**src/rom_pkg.sv**
```systemverilog
package rom_pkg;

  // Configuration register indexes.
  localparam logic [0:0] REG_SUBS_IN_USE = 1'b0;
  localparam logic [0:0] REG_DIMS_IN_USE = 1'b1;

  // Function codes of an input beat.
  localparam logic FUNC_LOAD   = 1'b0;
  localparam logic FUNC_UPDATE = 1'b1;

  // Reach of the dim field.
  localparam int FIELD_DIMS = 4;

  // Width of the configuration data port.
  localparam int CFG_BITS = 7;

  // Input beat.
  typedef struct packed {
    logic               func;
    logic [5:0]         slot;
    logic [1:0]         dim;
    logic signed [31:0] lower;
    logic signed [31:0] upper;
    logic [15:0]        update_id;
  } req_t;

  // Output beat.
  typedef struct packed {
    logic [15:0] result_id;
    logic [63:0] match_mask;
  } rsp_t;

  // Token that travels down the chain with each accepted beat.
  typedef struct packed {
    logic       valid;
    logic       active;   // beat whose dimension is in use
    logic       last;     // final dimension of the update
    logic [6:0] subs;     // effective subscription count taken at entry
    req_t       beat;
  } tok_t;

endpackage

```
**src/rom_cell.sv**
```systemverilog
module rom_cell #(
  parameter int IDX        = 0,
  parameter int MAX_SUBS   = 64,
  parameter int MAX_DIMS   = 4,
  parameter int CW         = 32
) (
  input  logic                clk,
  input  logic                rst,
  input  logic                en,
  input  rom_pkg::tok_t       tok_in,
  input  logic [MAX_SUBS-1:0] mask_in,
  output rom_pkg::tok_t       tok_out,
  output logic [MAX_SUBS-1:0] mask_out
);
  import rom_pkg::*;

  localparam int IW = (MAX_DIMS > 1) ? $clog2(MAX_DIMS) : 1;

  // Edges of this cell's subscription, one entry per dimension.
  logic signed [CW-1:0] low_mem  [MAX_DIMS];
  logic signed [CW-1:0] high_mem [MAX_DIMS];

  logic                 run;
  logic                 hit;
  logic                 load;
  logic [IW-1:0]        didx;
  logic signed [CW-1:0] ul, uu, sl, sh;
  logic                 ovl;
  logic                 match;
  logic [MAX_SUBS-1:0]  mask_next;

  // Decode what the passing beat means for this cell.
  always_comb begin
    didx  = IW'(tok_in.beat.dim);
    ul    = tok_in.beat.lower[CW-1:0];
    uu    = tok_in.beat.upper[CW-1:0];
    sl    = low_mem[didx];
    sh    = high_mem[didx];
    hit   = tok_in.valid && (tok_in.beat.func == FUNC_UPDATE) && tok_in.active;
    load  = tok_in.valid && (tok_in.beat.func == FUNC_LOAD) &&
            (tok_in.beat.slot == 6'(IDX)) && (int'(tok_in.beat.dim) < MAX_DIMS);
  end

  // Edge containment test in either direction.
  always_comb begin
    ovl = ((ul <= sl) && (sl <= uu)) || ((ul <= sh) && (sh <= uu)) ||
          ((sl <= ul) && (ul <= sh)) || ((sl <= uu) && (uu <= sh));
    match = ((tok_in.beat.dim == 2'd0) ? 1'b1 : run) && ovl;
  end

  // This cell's bit of the mask follows its match on an update in use.
  always_comb begin
    mask_next      = mask_in;
    mask_next[IDX] = hit ? match : mask_in[IDX];
  end

  // Running match bit for this subscription; restarts after the final dimension.
  always_ff @(posedge clk) begin
    if (rst) begin
      run <= 1'b1;
    end else if (en && hit) begin
      run <= tok_in.last ? 1'b1 : match;
    end
  end

  // Subscription store.
  always_ff @(posedge clk) begin
    if (en && load) begin
      low_mem[didx]  <= ul;
      high_mem[didx] <= uu;
    end
  end

  // Hand the beat and its mask on to the next cell.
  always_ff @(posedge clk) begin
    if (rst) begin
      tok_out  <= '0;
      mask_out <= '0;
    end else if (en) begin
      tok_out  <= tok_in;
      mask_out <= mask_next;
    end
  end

endmodule

```
**config.mk**
```make
export PLATFORM = sky130hd
export DESIGN_NAME = rom_cell
export DESIGN_NICKNAME = d
export VERILOG_FILES = /design/src/rom_pkg.sv /design/src/rom_cell.sv
export SDC_FILE = /design/constraint.sdc
export NUM_CORES = 1
export LEC_CHECK = 0
export BUFFER_PORTS_ARGS = -buffer_cell sky130_fd_sc_hd__buf_4
export CORE_UTILIZATION = 25
export CTS_BUF_LIST = sky130_fd_sc_hd__clkbuf_8 sky130_fd_sc_hd__clkbuf_16
export CTS_CLUSTER_DIAMETER = 100
export DETAILED_ROUTE_END_ITERATION = 10
export GPL_TIMING_DRIVEN = 1
export PLACE_DENSITY = 0.48
export SLEW_MARGIN = 30
export SYNTH_ARGS = -nofsm -noshare
export SYNTH_HDL_FRONTEND = slang
export SYNTH_SLANG_ARGS = --single-unit
export TNS_END_PERCENT = 20
```
**constraint.sdc**
```tcl
create_clock -name clk -period 20.3 [get_ports clk]
set_input_delay 6.09 -clock clk [delete_from_list [all_inputs] [get_ports clk]]
set_output_delay 6.09 -clock clk [all_outputs]
set_load 0.03 [all_outputs]
```
Word level (Yosys, flattened, before mapping)
Memories as Yosys holds them, arrays and structs flattened.
Index checks and enable logic that the tools add are counted.
Operators by class
  $add $sub $neg: 0
  $mul: 0
  div/mod/pow operators: 0
  $lt $le $gt $ge: 6
  equal/unequal tests: 0
  shift operators: 0
  muxes and demuxes: 5
  bitwise logic cells: 1
  reduce and logical (&&, ||, !) cells: 16
Operators by type and width (number)
  $le 32x32->1: 6
  $logic_and 1x1->1: 11
  $logic_not 6->1: 1
  $mux 1: 5
  $logic_or 1x1->1: 3
  $logic_not 2->1: 1
  $not 1->1: 1
Word-level totals
  register bits after elaboration: 164
  bits in latches: 0
  bits in writable memories: 256
  memory bits (read-only): 0
  bits of input ports: 166
  output and inout port bits: 163
  logic and storage cells: 42
  memories kept: 2
Memory list
  high_mem: depth 4, width 32, read ports 1, clocked after memory_dff 0, write ports 1, RTL line rom_cell.sv:21  | logic signed [CW-1:0] high_mem [MAX_DIMS];
  low_mem: depth 4, width 32, read ports 1, clocked after memory_dff 0, write ports 1, RTL line rom_cell.sv:20  | logic signed [CW-1:0] low_mem [MAX_DIMS];

Logic depth before layout (Yosys ltp)
Gate-level depths: netlist (run 1).
An unclocked memory read counts as a cell.
  depth in word-level cells: 8
  mapped depth: 14
  mapped depth without buffers: 12

Least setup slack after synthesis (run 1)
OpenSTA, ideal clock, no wires.
  path kind: input to register
  start point: in tok_in[87] (netlist name)
  end point: mem high_mem[0][0], enable pin
  library setup time: 0.578 ns
  data arrival time: 11.483 ns
  data required time: 19.722 ns
  path slack: 8.239 ns
  stages: 4
  path buffers: 0
  cells stage by stage: nor4_1 > nand3_1 > nor4_1 > nor3b_1
On the way
  word-level cells in the longest chain between the ends: 5
RTL lines
  start: declaration: RTL line rom_cell.sv:10  | input rom_pkg::tok_t tok_in,
  $logic_not 6->1: RTL line rom_cell.sv:41  | (tok_in.beat.slot == 6'(IDX)) && (int'(tok_in.beat.dim) < MAX_DIMS);
  $logic_and 1x1->1: RTL line rom_cell.sv:40  | load = tok_in.valid && (tok_in.beat.func == FUNC_LOAD) &&
  $logic_and 1x1->1: RTL line rom_cell.sv:68  | if (en && load) begin
  $mux 1: RTL line rom_cell.sv:68
  $mux 1 (not written as such): RTL line rom_cell.sv:70  | high_mem[didx] <= uu;
  end: declaration: RTL line rom_cell.sv:21
No other way between the ends.

Worst setup path in the final report (run 1)
  start point: in tok_in[80] (netlist name)
  end point: reg mask_out[0]
On the way
  word-level cells in the longest chain between the ends: 8
  elaborated cells on any way between the ends: 19
  classes of those cells: order compare: 6; mux: 2; reduce/logical: 9; memory: 2
RTL lines
  $mem_v2 4x32 (on tied branches)
  $le 32x32->1 (on tied branches): RTL line rom_cell.sv:46, rom_cell.sv:47
  $logic_and 1x1->1: RTL line rom_cell.sv:46  | ovl = ((ul <= sl) && (sl <= uu)) || ((ul <= sh) && (sh <= uu)) ||
  $logic_or 1x1->1 (2 in series): RTL line rom_cell.sv:46
  $logic_or 1x1->1: RTL line rom_cell.sv:47  | ((sl <= ul) && (ul <= sh)) || ((sl <= uu) && (uu <= sh));
  $logic_and 1x1->1 *: RTL line rom_cell.sv:48  | match = ((tok_in.beat.dim == 2'd0) ? 1'b1 : run) && ovl;
  $mux 1 *: RTL line rom_cell.sv:54  | mask_next[IDX] = hit ? match : mask_in[IDX];
  end signal: assignment: RTL line rom_cell.sv:81  | mask_out <= mask_next;
  end: declaration: RTL line rom_cell.sv:13  | output logic [MAX_SUBS-1:0] mask_out
Mark *: on every way between the ends. The rest lies on a longest branch, timed or not.
A chain may end at the register's enable or synchronous reset.

==> flow_summary.json, run 1 <==
{
  "power.total_w": 0.001998,
  "fp.dieH_um": 271.3,
  "clock-sinks": 420,
  "clk_latency_ps": 580,
  "yosysWarningCount": 0,
  "fin_util": 0.3241,
  "outcome": "complete, no violations",
  "cp-end-kind": "flop",
  "wl_met2_um": 23800,
  "worst_clock_skew_ps": 15.99,
  "die_x_um": 271.3,
  "ys_ff_latch": 420,
  "highest_layer": "met4",
  "p_leak_nw": 9.751,
  "grt_max_degree": 98,
  "power_density_nw_per_um2": 86.09,
  "overflow": 0,
  "p_int_w": 0.001502,
  "synth_edf_count": 256,
  "synth_area_leader_cell": "edfxtp_1",
  "hp-class": "flop to flop",
  "fin_crit_ps": 9927,
  "drc": 0,
  "crit_slowest_cell": "buf_4",
  "syn-cell-area_um2": 18140,
  "synthFlopType": "edfxtp_1",
  "gp_congestion": 0.7618,
  "cts_tree": "yes",
  "placedCellCount": 2551,
  "vias": 11640,
  "grt_pass1_vias": 12520,
  "synth_cell_types": 51,
  "port-buffer-count": 328,
  "rsz0062_at_grt": "false",
  "startpoint_type": "primary input",
  "cts_setup_buffers": 0,
  "worst-path-max-fanout": 41,
  "rows": 98,
  "drt-met1-wl_um": 21370,
  "core-area_um2": 71610,
  "clock_path_buffers": 3,
  "arrival_ps": 10390,
  "area_growth_pct": 27.98,
  "syn_nets": 1609,
  "finalSetupViolCount": 0,
  "synth_area_per_cell_um2": 13.79,
  "first_pass_iters": 4,
  "cts_buffers": 49,
  "hold_violations": 0,
  "dieArea_um2": 73630,
  "ant_nets": 0,
  "max_freq_mhz": 100.7,
  "antenna_found_initial": 0,
  "dr_wl_met3_um": 3303,
  "via_per_inst": 4.415,
  "yosys-top-cells-area": "edfxtp_1, dfxtp_1, mux2i_1, ha_1, mux4_2",
  "p_sw_w": 0.0004962,
  "start_util": 0.2533,
  "synthCells": 1315,
  "holdWs_ps": 492.1,
  "regArea_um2": 10970,
  "fillers": 7211,
  "switching_share": 0.2483,
  "final_layout_size_suffix_gt1_frac": 0.2841,
  "track_usage": 0.1344,
  "layoutNonFillerInstCount": 2636,
  "nNetsFinal": 1946,
  "cts_hold_buf": 0,
  "min_period_over_period": 0.4890,
  "drtIter0Drc": 628,
  "slowest_delay_ps": 770,
  "drv_slew": 0,
  "path_class": "primary input to flop",
  "fin_setup_tns_ps": 0,
  "diodes": 0,
  "power.share.sequential": 0.467,
  "relSlewSlack": 0.3533,
  "comb_power_share": 0.121,
  "ios": 329,
  "synth_common_cells": "edfxtp_1, nor2_1, dfxtp_1, mux2i_1, ha_1",
  "ir_drop_mv": 0.04753,
  "grt_pass1_wl_um": 75640,
  "dp_hpwl_um": 33990,
  "postSynth.asyncResetShare": 0,
  "drv_cap": 0,
  "cp_cell_sequence": "buf_4 -> buf_4 -> mux4_2 -> ha_1 -> a21oi_1 -> o21bai_1 -> a2111oi_0 -> a21oi_1 -> mux2i_1 -> a21boi_1 -> o31ai_2 -> o21ai_2",
  "cts_resized": 0,
  "synthDominantCellAreaShare": 0.4239,
  "wl_um": 49580,
  "cts-root-buf": "clkbuf_16",
  "path_clk_slew_ps": 60,
  "clock_power_share": 0.411,
  "multi_input_area_um2": 6616,
  "worst_pin_slew_ps": 970.1,
  "required_ps": 20770,
  "htree_levels": 2,
  "post-synth-top-count-cell": "edfxtp_1",
  "ys_seq_area_frac": 0.6049,
  "avgRoutedWirePerCell_um": 18.81
}
-- final timing paths --
kind                            slack [ps]     endpoint           start  depth (start not counted)
worst max-delay path                 10370  mask_out[0]      tok_in[80]                         12
worst min-delay path                   490  tok_out[86]     tok_out[86]                          2
worst max register to register       16920  mask_out[0]  low_mem[3][13]                         11
worst min register to register         490  tok_out[86]     tok_out[86]                          2
-- power groups by stage --
stage               clock network, W  registers (W)  logic [W]
detailed placement                 0       0.000951   0.000247
floorplan                          0       0.000988   0.000104
global route                0.000891       0.000936   0.000267
finish                      0.000822       0.000934   0.000243
global placement                   0       0.000951   0.000244
CTS                         0.000855       0.000934   0.000248
-- metrics by stage --
stage | setup slack (ps) | instance area (um^2)
2_1_floorplan | 8239 | 18140
3_3_place_gp | 9697 | 21690
3_5_place_dp | 9692 | 21720
4_1_cts | 10350 | 23200
5_1_grt | 10050 | 23210
6_report | 10370 | 23210
-- flip-flops by register name, indices dropped and copies added, names as in the netlist --
name      cells
low_mem     128
high_mem    128
tok_out      99
run           1
mask_out     64
-- cell type report --
type                       instances  share of cell area
multi-input combinational        742              0.2851
sequential                       420              0.4727
timing repair buffer             339              0.1110
tap                              950             0.05121
inverter                         100             0.01617
clock inverter                    27            0.005714
clock buffer                      58             0.05817
-- critical path, delay by kind of cell --
| family | cells | cell delay [ps] |
|---|---|---|
| muxes | 2 | 930 |
| buffers and inverters | 2 | 1270 |
| AOI/OAI and AO/OA | 7 | 1730 |
| adders and majority gates | 1 | 310 |
-- layer usage --
layer  vias to the layer above  GRT usage
met5                         -          0
met4                         0    0.04007
met3                        66    0.03441
met2                       305     0.2229
met1                      5739     0.1715
li1                       5528          -
-- cells by family after synthesis --
group                    count (synthesis)  synth area share
flip-flops                             420            0.6049
adder cells (fa/ha/maj)                128           0.08831
AND/OR/NAND/NOR                        278           0.06733
buffers and inverters                  153           0.03167
AO/OA/AOI/OAI                          108           0.03788
XOR/XNOR                                 1         0.0004830
multiplexers                           227            0.1694
-- cell usage in the layout (no fill, tap or decap), types with 6 or more instances in the layout --
cell	instances
buf_4	336
edfxtp_1	256
nor2_1	179
dfxtp_1	164
mux2i_1	163
ha_1	128
inv_1	120
mux4_2	64
a21oi_1	50
clkbuf_16	49
nand2_1	33
nand4_1	26
o21ai_0	17
nand3_1	10
a21o_1	10
clkbuf_8	9
nor4_1	6
nor2b_1	6
No activity file was read; power rests on OpenSTA's default activity.
==> inputs of run 2 (changes only) <==
--- a/config.mk
+++ b/config.mk
@@ -11,7 +11,7 @@
 export CTS_CLUSTER_DIAMETER = 100
 export DETAILED_ROUTE_END_ITERATION = 10
 export GPL_TIMING_DRIVEN = 1
-export PLACE_DENSITY = 0.48
+export PLACE_DENSITY = 0.5
 export SLEW_MARGIN = 30
 export SYNTH_ARGS = -nofsm -noshare
 export SYNTH_HDL_FRONTEND = slang
==> constraint.sdc (replaced) <==
create_clock -name clk -period 9.1 [get_ports clk]
set_input_delay 2.73 -clock clk [delete_from_list [all_inputs] [get_ports clk]]
set_output_delay 2.73 -clock clk [all_outputs]
set_load 0.03 [all_outputs]
==> run 2 against run 1 <==
Sequential cell count is the same. Global-route usage shrank 0.19 points. Design area grew 1.3%. Final cell count grew 0.34%. Core utilization grew 0.43 points. Total power grew 140%. Critical endpoint unchanged. Register-to-register slack lost 11000 ps. Worst setup slack lost 7600 ps. Clock-buffer cell count grew 5. Via count shrank 0.15%. Clock skew shrank 1.2 ps. Largest power group is now clock.
==> flow_summary.json, run 2 (same netlist as run 1, synthesis figures left out) <==
{
  "drtIter0Drc": 555,
  "dp_hpwl_um": 33940,
  "gp_congestion": 0.7915,
  "final_common_cell": "buf_4",
  "start_util": 0.2533,
  "layoutNonFillerInstCount": 2645,
  "drc": 0,
  "fillers": 7171,
  "area_growth_pct": 29.66,
  "layout_common_cells": "buf_4, edfxtp_1, nor2_1, dfxtp_1, mux2i_1",
  "core-area_um2": 71610,
  "worst_clock_skew_ps": 14.82,
  "power.total_w": 0.004785,
  "diodes": 0,
  "fin_crit_ps": 6363,
  "ios": 329,
  "cts_hold_buf": 0,
  "dieArea_um2": 73630,
  "overflow": 0,
  "nNetsFinal": 1947,
  "max_freq_mhz": 157.1,
  "p_leak_nw": 9.847,
  "hold_violations": 0,
  "drv_slew": 0,
  "track_usage": 0.1325,
  "met1_usage": 0.1727,
  "cts_tree": "yes",
  "cts-root-buf": "clkbuf_16",
  "arrival_ps": 6830,
  "required_ps": 9570,
  "hold_start": "mask_out[44]",
  "drv_cap": 0,
  "rr_startpoint": "low_mem[2][29]",
  "top_regs": "high_mem: 128 flops, low_mem: 128 flops, tok_out: 99 flops",
  "finalSetupViolCount": 0,
  "port-buffer-count": 328,
  "ir_drop_mv": 0.1147,
  "die_x_um": 271.3,
  "grt_pass1_vias": 12340,
  "via_per_inst": 4.393,
  "hp-class": "flop to flop",
  "cp-end-kind": "flop",
  "placedCellCount": 2551,
  "cts_setup_buffers": 0,
  "gr-usage-met3": 0.03229,
  "outcome": "complete, no violations",
  "worst_pin_slew_ps": 898.8,
  "final_layout_size_suffix_gt1_frac": 0.2950,
  "ant_nets": 0,
  "grt_util_met2": 0.2172,
  "worstSetupStartpoint": "tok_in[80]",
  "relSlewSlack": 0.3853,
  "fin_setup_tns_ps": 0,
  "path_class": "primary input to flop",
  "rsz0062_at_grt": "false",
  "clk_latency_ps": 580,
  "rows": 98,
  "htree_levels": 2,
  "antenna_found_initial": 1,
  "min_period_over_period": 0.6993,
  "wl_um": 49170,
  "cts_buffers": 50,
  "clock_path_buffers": 3,
  "path_clk_slew_ps": 60,
  "fp.dieH_um": 271.3,
  "top_usage_layer": "met2",
  "avgRoutedWirePerCell_um": 18.59,
  "vias": 11620,
  "clock-sinks": 420,
  "grt_max_degree": 96,
  "first_pass_iters": 5,
  "grt_pass1_wl_um": 74850,
  "cts_resized": 0,
  "startpoint_type": "primary input",
  "worst-path-max-fanout": 29,
  "power_density_nw_per_um2": 203.5
}
## run 2: changes by cell type in the layout (fill, tap and decap cells not counted), moves of 4 or more
cell        previous run  this run
inv_1                120       107
bufinv_16              1         7
clkinv_2               4         9
clkbuf_16             49        54
clkinvlp_4             0         4
## run 2: final cells by class
class                      count  area, um^2  area share
sequential                   420       10970      0.4665
inverter                     100       375.4     0.01596
timing repair buffer         339        2556      0.1087
multi-input combinational    742        6613      0.2812
tap                          950        1189     0.05055
clock inverter                31       336.6     0.01431
clock buffer                  63        1475     0.06273
## run 2: power breakdown
group,switching (W),internal (W),total (W)
logic,0.000318,0.000226,0.000544
registers,0.0000239,0.00206,0.00208
clock network,0.000818,0.00134,0.00216
## run 2: routing by layer
layer  wire [um]  up-vias
li1            -     5535
met5          13        -
met2       22910      290
met1       22190     5716
met3        2972       77
met4        1076        2
## run 2: per-stage QoR
step	util	setup slack [ps]	hold WS [ps]	cell area (um^2)
after global routing	0.3284	2462	520.1	23520
after CTS	0.3284	2668	500.6	23520
after floorplan	-	399.3	539.1	18140
final	0.3284	2737	494.1	23520
after global placement	0.3030	2003	475.4	21700
after detailed placement	0.3031	2018	483.1	21700
## run 2: path summary, 6_finish.rpt
check | end | slack [ps] | cells after the start
worst max-delay path | mask_out[0] | 2740 | 12
worst min-delay path | mask_out[44] | 490 | 2
worst max register to register | mask_out[0] | 5660 | 10
worst min register to register | mask_out[44] | 490 | 2
## run 2: worst max-delay path, stage by stage
cell and delay [ps]:
buf_4 500, buf_4 510, mux4_2 590, ha_1 310, a21oi_1 170, o21ai_0 150
a2111oi_0 850, a21oi_1 180, mux2i_1 260, a21boi_1 120, o31ai_2 320, o21ai_2 100
