`config.mk`:
```
export PLATFORM = sky130hd
export DESIGN_NAME = rom_outreg
export DESIGN_NICKNAME = d
export VERILOG_FILES = /design/src/rom_pkg.sv /design/src/rom_outreg.sv
export SDC_FILE = /design/constraint.sdc
export NUM_CORES = 1
export LEC_CHECK = 0
export ABC_AREA = 1
export CORE_AREA = 2 2 96 98
export DETAILED_ROUTE_END_ITERATION = 8
export DIE_AREA = 0 0 98 100
export DONT_BUFFER_PORTS = 1
export GPL_TIMING_DRIVEN = 0
export SLEW_MARGIN = 15
export SYNTH_ARGS = -nofsm -noshare
export SYNTH_HDL_FRONTEND = slang
export SYNTH_SLANG_ARGS = --single-unit
```
`constraint.sdc`:
```
create_clock -name clk -period 9.8 [get_ports clk]
set_input_delay 0 -clock clk [delete_from_list [all_inputs] [get_ports clk]]
set_output_delay 0 -clock clk [all_outputs]
set_load 0.01 [all_outputs]
```
`src/rom_pkg.sv`:
```
package rom_pkg;

  // Configuration register indexes.
  localparam logic [0:0] REG_SUBS_IN_USE = 1'b0;
  localparam logic [0:0] REG_DIMS_IN_USE = 1'b1;

  // Function codes of an input beat.
  localparam logic FUNC_LOAD   = 1'b0;
  localparam logic FUNC_UPDATE = 1'b1;

  // Reach of the dim field.
  localparam int FIELD_DIMS = 4;

  // Width of the configuration data port.
  localparam int CFG_BITS = 7;

  // Input beat.
  typedef struct packed {
    logic               func;
    logic [5:0]         slot;
    logic [1:0]         dim;
    logic signed [31:0] lower;
    logic signed [31:0] upper;
    logic [15:0]        update_id;
  } req_t;

  // Output beat.
  typedef struct packed {
    logic [15:0] result_id;
    logic [63:0] match_mask;
  } rsp_t;

  // Token that travels down the chain with each accepted beat.
  typedef struct packed {
    logic       valid;
    logic       active;   // beat whose dimension is in use
    logic       last;     // final dimension of the update
    logic [6:0] subs;     // effective subscription count taken at entry
    req_t       beat;
  } tok_t;

endpackage

```
`src/rom_outreg.sv`:
```
module rom_outreg #(
  parameter int MAX_SUBS = 64
) (
  input  logic                clk,
  input  logic                rst,
  input  rom_pkg::tok_t       tok_in,
  input  logic [MAX_SUBS-1:0] mask_in,
  output logic                adv,
  output logic                rsp_valid,
  input  logic                rsp_stall,
  output rom_pkg::rsp_t       rsp
);
  import rom_pkg::*;

  logic [MAX_SUBS-1:0] keep;
  logic                done;

  // The chain moves whenever the output register is free or being emptied.
  assign adv  = !rsp_valid || !rsp_stall;
  assign done = tok_in.valid && (tok_in.beat.func == FUNC_UPDATE) &&
                tok_in.active && tok_in.last;

  // Clear slots at or above the subscription count.
  always_comb begin
    for (int j = 0; j < MAX_SUBS; j++) begin
      keep[j] = (7'(j) < tok_in.subs);
    end
  end

  always_ff @(posedge clk) begin
    if (rst) begin
      rsp_valid <= 1'b0;
    end else if (adv) begin
      rsp_valid <= done;
    end
  end

  always_ff @(posedge clk) begin
    if (adv && done) begin
      rsp.result_id  <= tok_in.beat.update_id;
      rsp.match_mask <= 64'(mask_in & keep);
    end
  end

endmodule

```
Yosys cells after proc, flatten, opt, wreduce, memory -nomap -nowiden:

Cells that the tools add are included.

* output and inout bits: 82
* word-level logic and storage cells: 75
* flip-flop bits (word level): 81
* input port bits: 166

* bitwise gates (word level): 1
* reductions and logical operators: 7
* magnitude comparators: 64

Operators with widths (number)
* less-than comparator 6 x 7 -> 1 bit, first input constant: 32
* less-than comparator 5 x 7 -> 1 bit, first input constant: 16
* bitwise AND 64 bit: 1
* less-than comparator 4 x 7 -> 1 bit, first input constant: 8
* less-than comparator 3 x 7 -> 1 bit, first input constant: 4
* less-than comparator 1 x 7 -> 1 bit, first input constant: 2
* less-than comparator 2 x 7 -> 1 bit, first input constant: 2
* logical AND 1 bit: 4
* zero test 1 bit: 2
* logical OR 1 bit: 1

Longest topological paths before layout:

Gate-level depths: netlist of the first run.

* depth after elaboration: 4
* mapped depth: 6
* depth with buffers taken out: 6

Worst setup path before layout of the first run:

Ideal clock, no wire load.

* path type: reg-to-reg
* start: register rsp_valid
* end: register rsp[0] (netlist bit), enable pin
* stages on the path, launching flop included: 2
* arrival time: 4.215 ns
* setup time: 0.545 ns
* path buffers: 0
* setup slack: 5.040 ns
* cells stage by stage: dfxtp_1 > a21oi_1

* cells in the longest elaborated chain, start to end: 3

RTL lines
* from (decl): line rom_outreg.sv:9 `output logic rsp_valid,`
* from (signal assigned): line rom_outreg.sv:34 `rsp_valid <= done;`
* zero test 1 bit: line rom_outreg.sv:19 `assign adv = !rsp_valid || !rsp_stall;`
* logical OR 1 bit: line rom_outreg.sv:19
* logical AND 1 bit: line rom_outreg.sv:39 `if (adv && done) begin`
* to (decl): line rom_outreg.sv:11 `output rom_pkg::rsp_t rsp`

Every way passes these cells.
A chain may end at the register's enable or synchronous reset.

Final worst setup path of the first run:

* start: register rsp_valid
* end: register rsp[22] (netlist bit), enable pin

Same word-level chain as after synthesis.

==> results of run 1 <==
registers in the layout (all words and copies together), names as in the netlist:
register and count:
rsp_valid 1, rsp 80
what timing repair did:
| item | in CTS | in global routing |
|---|---|---|
| hold endpoints to repair | 86 | 0 |
| hold buffers | 88 | 0 |
| resized for setup | 0 | 0 |
metal layers:
layer | vias to the layer above | part of all wire (%) | track usage (%)
li1 | 1171 | - | -
met1 | 1182 | 39 | 22.0
met2 | 151 | 50 | 33.5
met4 | 0 | 1.3 | 6.84
met5 | - | 0 | 0
met3 | 13 | 9.5 | 6.48
worst reg2reg max path, delay by kind of cell (launching register included):
| family | cells | cell delay [ns] |
|---|---|---|
| buffers and inverters | 2 | 0.44 |
| flip-flops | 1 | 0.38 |
| AO/OA/AOI/OAI | 1 | 0.36 |
kinds of logic (layout without fill, tap and decap cells):
| logic type | count (synthesis) | in the layout | synth area share [%] |
|---|---|---|---|
| AND/OR/NAND/NOR | 131 | 131 | 16.2 |
| flip-flops | 81 | 81 | 72.5 |
| AO/OA/AOI/OAI | 37 | 37 | 6.77 |
| buffers and inverters | 35 | 141 | 4.57 |
area by class of cell:
| cell class | count | area, um2 |
|---|---|---|
| multi-input combinational | 168 | 779 |
| inverter | 29 | 109 |
| sequential | 81 | 2420 |
| fill | 767 | 4260 |
| clock buffer | 10 | 128 |
| tap | 111 | 139 |
| timing repair buffer | 91 | 956 |
| buffer | 6 | 43.8 |
| clock inverter | 5 | 57.6 |
how the worst max path moves through the flow:
stage	start	end	slack [ns]	cells past startpoint
2_1_floorplan	rsp_valid	rsp[0]	5.04	1
5_1_grt	rsp_valid	rsp[74]	8.25	3
6_report	rsp_valid	rsp[22]	8.31	3
3_3_place_gp	rsp_valid	rsp[67]	3.51	1
3_5_place_dp	rsp_valid	rsp[17]	8.34	3
4_1_cts	rsp_valid	rsp[22]	8.31	3
cell usage in the layout, fill, tap and decap left out, types with 6 or more instances in the layout:
cell and instances:
dlygate4sd3_1 88, edfxtp_1 80, nand2_1 51, nor2_1 51, inv_1 26, nand3_1 18
a21oi_1 17, clkbuf_8 9, a21boi_0 6
per-stage QoR:
| stage | setup slack [ns] | instance area (um2) | hold slack, ns | power (uW) | instances |
|---|---|---|---|---|---|
| 6_report | 8.31 | 4630 | 0.0250 | 704 | 501 |
| 5_1_grt | 8.25 | 4630 | 0.0375 | 728 | 501 |
| 4_1_cts | 8.31 | 4630 | 0.00181 | 708 | 501 |
| 3_5_place_dp | 8.34 | 3570 | 0.0735 | 446 | 398 |
| 3_3_place_gp | 3.51 | 3480 | 0.0703 | 444 | 395 |
| 2_1_floorplan | 5.04 | 3340 | 0.0691 | 432 | 284 |
power by group through the flow:
stage                     Combinational (uW)  Sequential [uW]  Clock [uW]
after floorplan                         30.6              402           0
after global placement                  41.4              403           0
after detailed placement                44.9              401           0
after CTS                               73.5              393         241
after global routing                    81.0              394         254
final                                   73.4              393         237
==> results_dict.tcl, run 1 <==
set metrics [dict create \
    drv_slew 0 \
    worst_ep_arrival_time_ns 1.54 \
    hpwl_mm 6.39 \
    min_period_ns 1.49 \
    start_kind "flop" \
    synth_top_area_cell "edfxtp_1" \
    max_freq_mhz 671 \
    p_sw_share_pct 22.9 \
    synth-seq-cells 81 \
    cp.required_ns 9.85 \
    rsz0062_at_grt "no" \
    critPathTopFamily "buffers and inverters" \
    grt_pass1_wl_mm 14.0 \
    nets 552 \
    crit_buf_inv 2 \
    dr.pass1.iters 4 \
    drt_iter0_drc 119 \
    min_period_over_period_pct 15.2 \
    synthDistinctLibCells 21 \
    fp.dieH_um 100 \
    rows 35 \
    synth-edff-count 80 \
    seq_power_share_pct 55.9 \
    r2r_slack_ns 8.31 \
    synth_ff_type "edfxtp_1" \
    ios 248 \
    worstReg2RegStart "rsp_valid" \
    initial_core_util_pct 37.6 \
    postRouteAntennaNets 0 \
    cp_slowest_cell "dfxtp_1" \
    netlist_area_mm2 0.00334 \
    yosysTopAreaCellShare_pct 71.9 \
    hold_viol_final 0 \
    synth_area_leaders "edfxtp_1 (72%), nand2_1 (5.7%), nor2_1 (5.7%), inv_1 (2.9%), a21oi_1 (2.7%)" \
    min_from "tok_in[91]" \
    place.gp.congestion 0.744 \
    cts.sinks 81 \
    p_int_uw 543 \
    wl_per_cell_um 18.9 \
    die_x_um 98 \
    path_cells "a21oi_4, buf_16, buf_16" \
    globalRoute.totalOverflow 0 \
    cts-root-buf "clkbuf_8" \
    antenna_cells 0 \
    holdPathEnd "rsp[53]" \
    drive_above_1_share_pct 8.97 \
    hold_path_depth 2 \
    power_frac_comb_pct 10.4 \
    grt_usage_pct 19.1 \
    synthTopCellsByCount "edfxtp_1 (80), nand2_1 (51), nor2_1 (51)" \
    drv_cap 0 \
    synth_most_common_cell "edfxtp_1" \
    pwr-share-clk_pct 33.7 \
    hold_path.class "input pin to flop" \
    yosysSeqAreaShare_pct 72.5 \
    grt_pass1_vias 2524 \
    synthesis.nets 450 \
    power_switching_uw 161 \
    setup_tns_ns 0 \
    crit_fanout 28 \
    synth_warnings 0 \
    core_mm2 0.00889 \
    crit_top_cell "buf_16" \
    ir_drop_mv 0.0611 \
    cts_max_path_buffers 2 \
    cts-buffers-inserted 9 \
    crit_type "flop to flop" \
    leakagePower_uw 0.00184 \
    antenna_found_initial 0 \
    synthCells 284 \
    dieArea_mm2 0.00980 \
    max_stage_delay_ns 0.38 \
    drc 0 \
    portBuffers 0 \
    tritoncts "done" \
    via_per_inst 5.02 \
    r2r_end "rsp[22]" \
    power_density_mw_per_mm2 152 \
    htree_levels 3 \
    area_growth_pct 38.6 \
    path_clk_slew_ns 0.09 \
    outcome "completed" \
    wl_mm 9.45 \
    insertion_delay_ns 0.35 \
    tightestPinTransition_ns 0.571 \
    end_kind "flop" \
    synthArstFlopShare_pct 0 \
    fin_util_pct 52.1 \
    via_count 2517 \
    relSlewSlack_pct 61.8 \
    setup_viol 0 \
    rr_worst_depth 3 \
    postSynthAreaPerCell_um2 11.8 \
    cts_setup_buffers 0 \
    grt_max_degree 29 \
    fin_skew_ns 0.0139 \
]
(Power assumes the default switching activity.)
==> run 2, diff against run 1 <==
--- a/config.mk
+++ b/config.mk
@@ -5,10 +5,10 @@
 export SDC_FILE = /design/constraint.sdc
 export NUM_CORES = 1
 export LEC_CHECK = 0
-export ABC_AREA = 1
-export CORE_AREA = 2 2 96 98
+export ABC_AREA = 0
+export CORE_AREA = 2 2 97 99
 export DETAILED_ROUTE_END_ITERATION = 8
-export DIE_AREA = 0 0 98 100
+export DIE_AREA = 0 0 99 101
 export DONT_BUFFER_PORTS = 1
 export GPL_TIMING_DRIVEN = 0
 export SLEW_MARGIN = 15
==> constraint.sdc (replaced) <==
create_clock -name clk -period 1.4 [get_ports clk]
set_input_delay 0 -clock clk [delete_from_list [all_inputs] [get_ports clk]]
set_output_delay 0 -clock clk [all_outputs]
set_load 0.01 [all_outputs]
==> run 2 against run 1 <==
  * Non-clock buffer count increased by 29
  * Worst hold slack got worse by 0.0052 ns
  * First-iteration DRC count increased by 60%
  * Combinational power increased to 8.1 times the previous value
  * Register-to-register slack got worse by 8.2 ns
  * Cell area increased by 5.3%
  * Sequential power increased to 7.0 times the previous value
  * Critical path type is now input pin to flop
==> results_dict.tcl, run 2 <==
set metrics [dict create \
    outcome "completed" \
    grt_usage_pct 20.9 \
    yosysTopAreaCellShare_pct 69.5 \
    dr.pass1.iters 5 \
    drv_cap 0 \
    netlist_area_mm2 0.00345 \
    cts-root-buf "clkbuf_8" \
    cts-buffers-inserted 9 \
    core_mm2 0.00898 \
    setup_tns_ns 0 \
    rows 35 \
    tritoncts "done" \
    max_freq_mhz 749 \
    wl_mm 10.4 \
    synth_top_area_cell "edfxtp_1" \
    p_sw_share_pct 23.3 \
    antenna_cells 0 \
    end_kind "flop" \
    yosysSeqAreaShare_pct 70.1 \
    min_period_ns 1.33 \
    fin_skew_ns 0.0105 \
    postSynthAreaPerCell_um2 13.8 \
    worst_ep_arrival_time_ns 1.44 \
    wl_per_cell_um 21.4 \
    ios 248 \
    post_dp_cell_area_mm2 0.00368 \
    hold_ws_ns 0.0198 \
    cts.sinks 81 \
    synthTopCellsByCount "edfxtp_1 (80), o21ai_0 (26), a21boi_0 (21)" \
    relSlewSlack_pct 33.4 \
    grt_pass1_vias 2753 \
    power_switching_uw 1170 \
    met1_length_mm 4.11 \
    drt_iter0_drc 190 \
    hpwl_mm 6.73 \
    synth-edff-count 80 \
    synthArstFlopShare_pct 0 \
    wl_met2_mm 5.20 \
    dieArea_mm2 0.0100 \
    largest_registers "rsp x80, rsp_valid x1" \
    via_count 2660 \
    power_density_mw_per_mm2 1030 \
    top_layer_used "met4" \
    synth_warnings 0 \
    cts_max_path_buffers 2 \
    min_period_over_period_pct 95.3 \
    synth_area_leaders "edfxtp_1 (70%), a21boi_0 (4.6%), o21ai_0 (3.8%), a21oi_1 (2.3%), nand3_1 (2.3%)" \
    largest_register_ffs 80 \
    drive_above_1_share_pct 11.8 \
    crit_fanout 10 \
    grt_max_degree 28 \
    tightestPinTransition_ns 0.992 \
    cp.required_ns 1.50 \
    drc 0 \
    p_int_uw 3860 \
    synth_most_common_cell "edfxtp_1" \
    place.gp.congestion 0.728 \
    synth-seq-cells 81 \
    synthCells 251 \
    postRouteAntennaNets 0 \
    layout_commonest_cell "dlygate4sd3_1" \
    initial_core_util_pct 38.5 \
    path_clk_slew_ns 0.09 \
    synthesis.nets 417 \
    dr_wl_met3_mm 1.01 \
    synth_ff_type "edfxtp_1" \
    grt_pass1_wl_mm 15.6 \
    leakagePower_uw 0.00169 \
    finalInstanceArea_mm2 0.00488 \
    globalRoute.totalOverflow 0 \
    nets 533 \
    synthDistinctLibCells 29 \
    seq_power_share_pct 54.7 \
    filler_cell_count 708 \
    antenna_found_initial 0 \
    area_growth_pct 41.3 \
    die_x_um 99 \
    power_frac_comb_pct 11.7 \
    top_register "rsp" \
    start_kind "input pin" \
    hold_viol_final 0 \
    pwr-share-clk_pct 33.5 \
    layout_common_cells "dlygate4sd3_1 (96), edfxtp_1 (80), o21ai_0 (26), a21boi_0 (21), nand2_1 (19)" \
    power_uw 5040 \
    rsz0062_at_grt "yes" \
    insertion_delay_ns 0.34 \
    via_per_inst 5.51 \
    drv_slew 0 \
    crit_type "input pin to flop" \
    ir_drop_mv 0.543 \
    setup_viol 0 \
    htree_levels 3 \
    fp.dieH_um 101 \
    portBuffers 0 \
    hold_path.class "input pin to flop" \
]
-- run 2: final cells by class --
type,count,area (um2),share of cell area [%]
buffer,21,120,2.46
clock buffer,10,128,2.61
clock inverter,6,66.3,1.36
inverter,3,11.3,0.231
multi-input combinational,146,913,18.7
sequential,81,2420,49.6
tap,111,139,2.84
timing repair buffer,105,1080,22.1
-- run 2: metrics by stage --
step	setup slack, ns	util [%]	std cells
after floorplan	-0.713	-	251
after global placement	-1.26	40.2	362
after detailed placement	-0.288	41.0	365
after CTS	0.0172	54.1	480
after global routing	-0.0587	54.4	483
final	0.0655	54.4	483
-- run 2: path summary, 6_finish.rpt --
kind | from | endpoint | slack [ns] | cells past startpoint
max | tok_in[89] | rsp[10] | 0.07 | 4
min reg2reg | rsp_valid | rsp[27] | 0.83 | 2
min | tok_in[94] | rsp[15] | 0.02 | 2
max reg2reg | rsp_valid | rsp_valid | 0.11 | 3
-- run 2: critical path: stages --
cell,delay (ns)
clkbuf_1,0.23
a21oi_1,0.51
o2bb2ai_1,0.13
dlygate4sd3_1,0.57
-- run 2: power groups by stage --
| stage | sequential (uW) | combinational, uW | clock [uW] |
|---|---|---|---|
| 3_5_place_dp | 2810 | 347 | 0 |
| 3_3_place_gp | 2820 | 325 | 0 |
| 4_1_cts | 2760 | 580 | 1720 |
| 5_1_grt | 2760 | 646 | 1810 |
| 2_1_floorplan | 2810 | 242 | 0 |
| 6_report | 2760 | 592 | 1690 |
-- run 2: metal layers --
metal  vias up  global-route usage, %
li1       1210                      -
met1      1285                   25.2
met2       161                   36.3
met3         4                   6.45
met4         0                   6.01
met5         -                      0
-- run 2: kinds of logic after synthesis --
kind of cell / after synthesis / share of synthesized area, %
DFF: 81 / 70.1
and+or+nand+nor: 60 / 9.74
AOI/OAI and AO/OA: 86 / 16.4
buffers and inverters: 24 / 3.77
-- run 2: what timing repair did --
action	in CTS	in global routing
endpoints found under the hold margin	81	0
buffers inserted	3	3
gates resized for setup	0	2
hold buffers	96	0
setup endpoints to repair	32	8
pin swaps	1	1
==> run 3, diff against run 2 <==
--- a/config.mk
+++ b/config.mk
@@ -6,9 +6,11 @@
 export NUM_CORES = 1
 export LEC_CHECK = 0
 export ABC_AREA = 0
-export CORE_AREA = 2 2 97 99
+export CORE_ASPECT_RATIO = 0.7
+export CORE_MARGIN = 2
+export CORE_UTILIZATION = 45
+export CTS_BUF_LIST = sky130_fd_sc_hd__clkbuf_8
 export DETAILED_ROUTE_END_ITERATION = 8
-export DIE_AREA = 0 0 99 101
 export DONT_BUFFER_PORTS = 1
 export GPL_TIMING_DRIVEN = 0
 export SLEW_MARGIN = 15
==> run 3 against run 2 <==
  * The run now ends with hold timing left
  * Clock power grew 4%
  * Utilization grew 11 points
  * Global-route usage grew 3.3 points
  * Via count shrank 1.0%
  * Sequential share of layout area grew 0.53 points
  * First-iteration DRC count shrank 13%
  * Critical endpoint is now rsp[37]
==> results_dict.tcl, run 3 (synthesized netlist as in run 2, its figures left out) <==
set metrics [dict create \
    path_cells "buf_2, clkbuf_1, nand2_1, a21oi_1, dlygate4sd3_1" \
    wl_per_cell_um 21.6 \
    tritoncts "done" \
    insertion_delay_ns 0.35 \
    power_density_mw_per_mm2 1050 \
    htree_levels 3 \
    layout_common_cells "dlygate4sd3_1 (93), edfxtp_1 (80), o21ai_0 (25), a21boi_0 (21), nand2_1 (19)" \
    end_kind "flop" \
    start_kind "input pin" \
    min_from "tok_in[93]" \
    worstReg2RegStart "rsp_valid" \
    worst_ep_arrival_time_ns 1.53 \
    leakagePower_uw 0.00167 \
    portBuffers 0 \
    grt_usage_pct 24.2 \
    nets 527 \
    cts-root-buf "clkbuf_8" \
    path_clk_slew_ns 0.09 \
    hold_viol_final 1 \
    via_per_inst 5.67 \
    largest_register_ffs 80 \
    place.gp.congestion 0.757 \
    top_register "rsp" \
    dr.pass1.iters 5 \
    max_stage_delay_ns 0.57 \
    relSlewSlack_pct 53.3 \
    crit_buf_inv 3 \
    grt_pass1_vias 2743 \
    ios 248 \
    rsz0062_at_grt "no" \
    initial_core_util_pct 46.8 \
    cts.sinks 81 \
    hpwl_mm 6.70 \
    violations "hold timing" \
    drv_slew 0 \
    drv_cap 0 \
    antenna_cells 0 \
    core_mm2 0.00738 \
    cp_slowest_cell "dlygate4sd3_1" \
    timing.final.ws_setup_ns 0.100 \
    largest_registers "rsp x80, rsp_valid x1" \
    r2r_slack_ns 0.11 \
    setup_tns_ns 0 \
    wl_mm 10.0 \
    postRouteAntennaNets 0 \
    crit_type "input pin to flop" \
    cp.required_ns 1.63 \
    filler_cell_count 562 \
    ir_drop_mv 0.625 \
    cts-buffers-inserted 9 \
    via_count 2633 \
    placed_cells 352 \
    drc 0 \
    hold_ws_ns -0.00529 \
    min_period_ns 1.30 \
    fin_skew_ns 0.00507 \
    instances_no_fill 464 \
    hold_path_depth 2 \
    die_x_um 109 \
    cts_max_path_buffers 2 \
    hold_path.class "input pin to flop" \
    drive_above_1_share_pct 12.0 \
    grt_max_degree 29 \
    tightestPinTransition_ns 0.695 \
    holdPathEnd "rsp[5]" \
    max_freq_mhz 769 \
    drt_iter0_drc 165 \
    dieArea_mm2 0.00840 \
    antenna_found_initial 0 \
    outcome "finished with violations" \
    fp.dieH_um 77.3 \
    area_growth_pct 39.8 \
    rr_worst_depth 3 \
    globalRoute.totalOverflow 0 \
    rows 26 \
    min_period_over_period_pct 92.8 \
    grt_pass1_wl_mm 15.0 \
    layout_commonest_cell "dlygate4sd3_1" \
    critPathTopFamily "buffers and inverters" \
    r2r_end "rsp[24]" \
    crit_fanout 10 \
    setup_viol 0 \
    place_ws_ns -0.278 \
]
[run 3: routing by layer]
layer	GRT usage, %	up-vias	wire (um)
met1	30.8	1271	4070
met4	4.23	0	53
li1	-	1199	-
met2	39.3	156	4730
met3	10.0	7	1150
met5	0	-	0
[run 3: metrics by stage]
step                cell area, um2  utilization (%)  total power [uW]
floorplan                     3470                -              3050
global placement              3590             48.6              3130
detailed placement            3660             49.6              3160
CTS                           4810             65.2              5090
global route                  4830             65.4              5270
finish                        4830             65.4              5090
[run 3: repair_timing]
item / in CTS / in global routing
hold buffers: 93 / 0
hold endpoints to repair: 81 / 0
resized for setup: 0 / 3
pin swaps: 1 / 2
buffers inserted: 2 / 1
setup endpoints to repair: 68 / 6
[run 3: worst max path at each step]
stage | from | endpoint | cells after the start
finish | tok_in[91] | rsp[37] | 5
global route | tok_in[95] | rsp[34] | 5
CTS | tok_in[89] | rsp[36] | 4
detailed placement | rsp_valid | rsp[36] | 3
global placement | rsp_valid | rsp[36] | 1
floorplan | rsp_valid | rsp[0] | 1
[run 3: layout make-up]
| cell class | count | area [um2] | share of cell area [%] |
|---|---|---|---|
| multi-input combinational | 146 | 922 | 19.1 |
| buffer | 21 | 119 | 2.46 |
| inverter | 3 | 11.3 | 0.233 |
| tap | 98 | 123 | 2.54 |
| sequential | 81 | 2420 | 50.2 |
| clock inverter | 7 | 80.1 | 1.66 |
| timing repair buffer | 99 | 1030 | 21.3 |
| clock buffer | 9 | 124 | 2.56 |
[run 3: power by group]
group	leakage [uW]	switching, uW	total (uW)	internal [uW]
clock	0.000101	907	1750	842
combinational	0.000813	275	581	306
sequential	0.000752	35.2	2760	2720
total	0.00167	1220	5090	3870
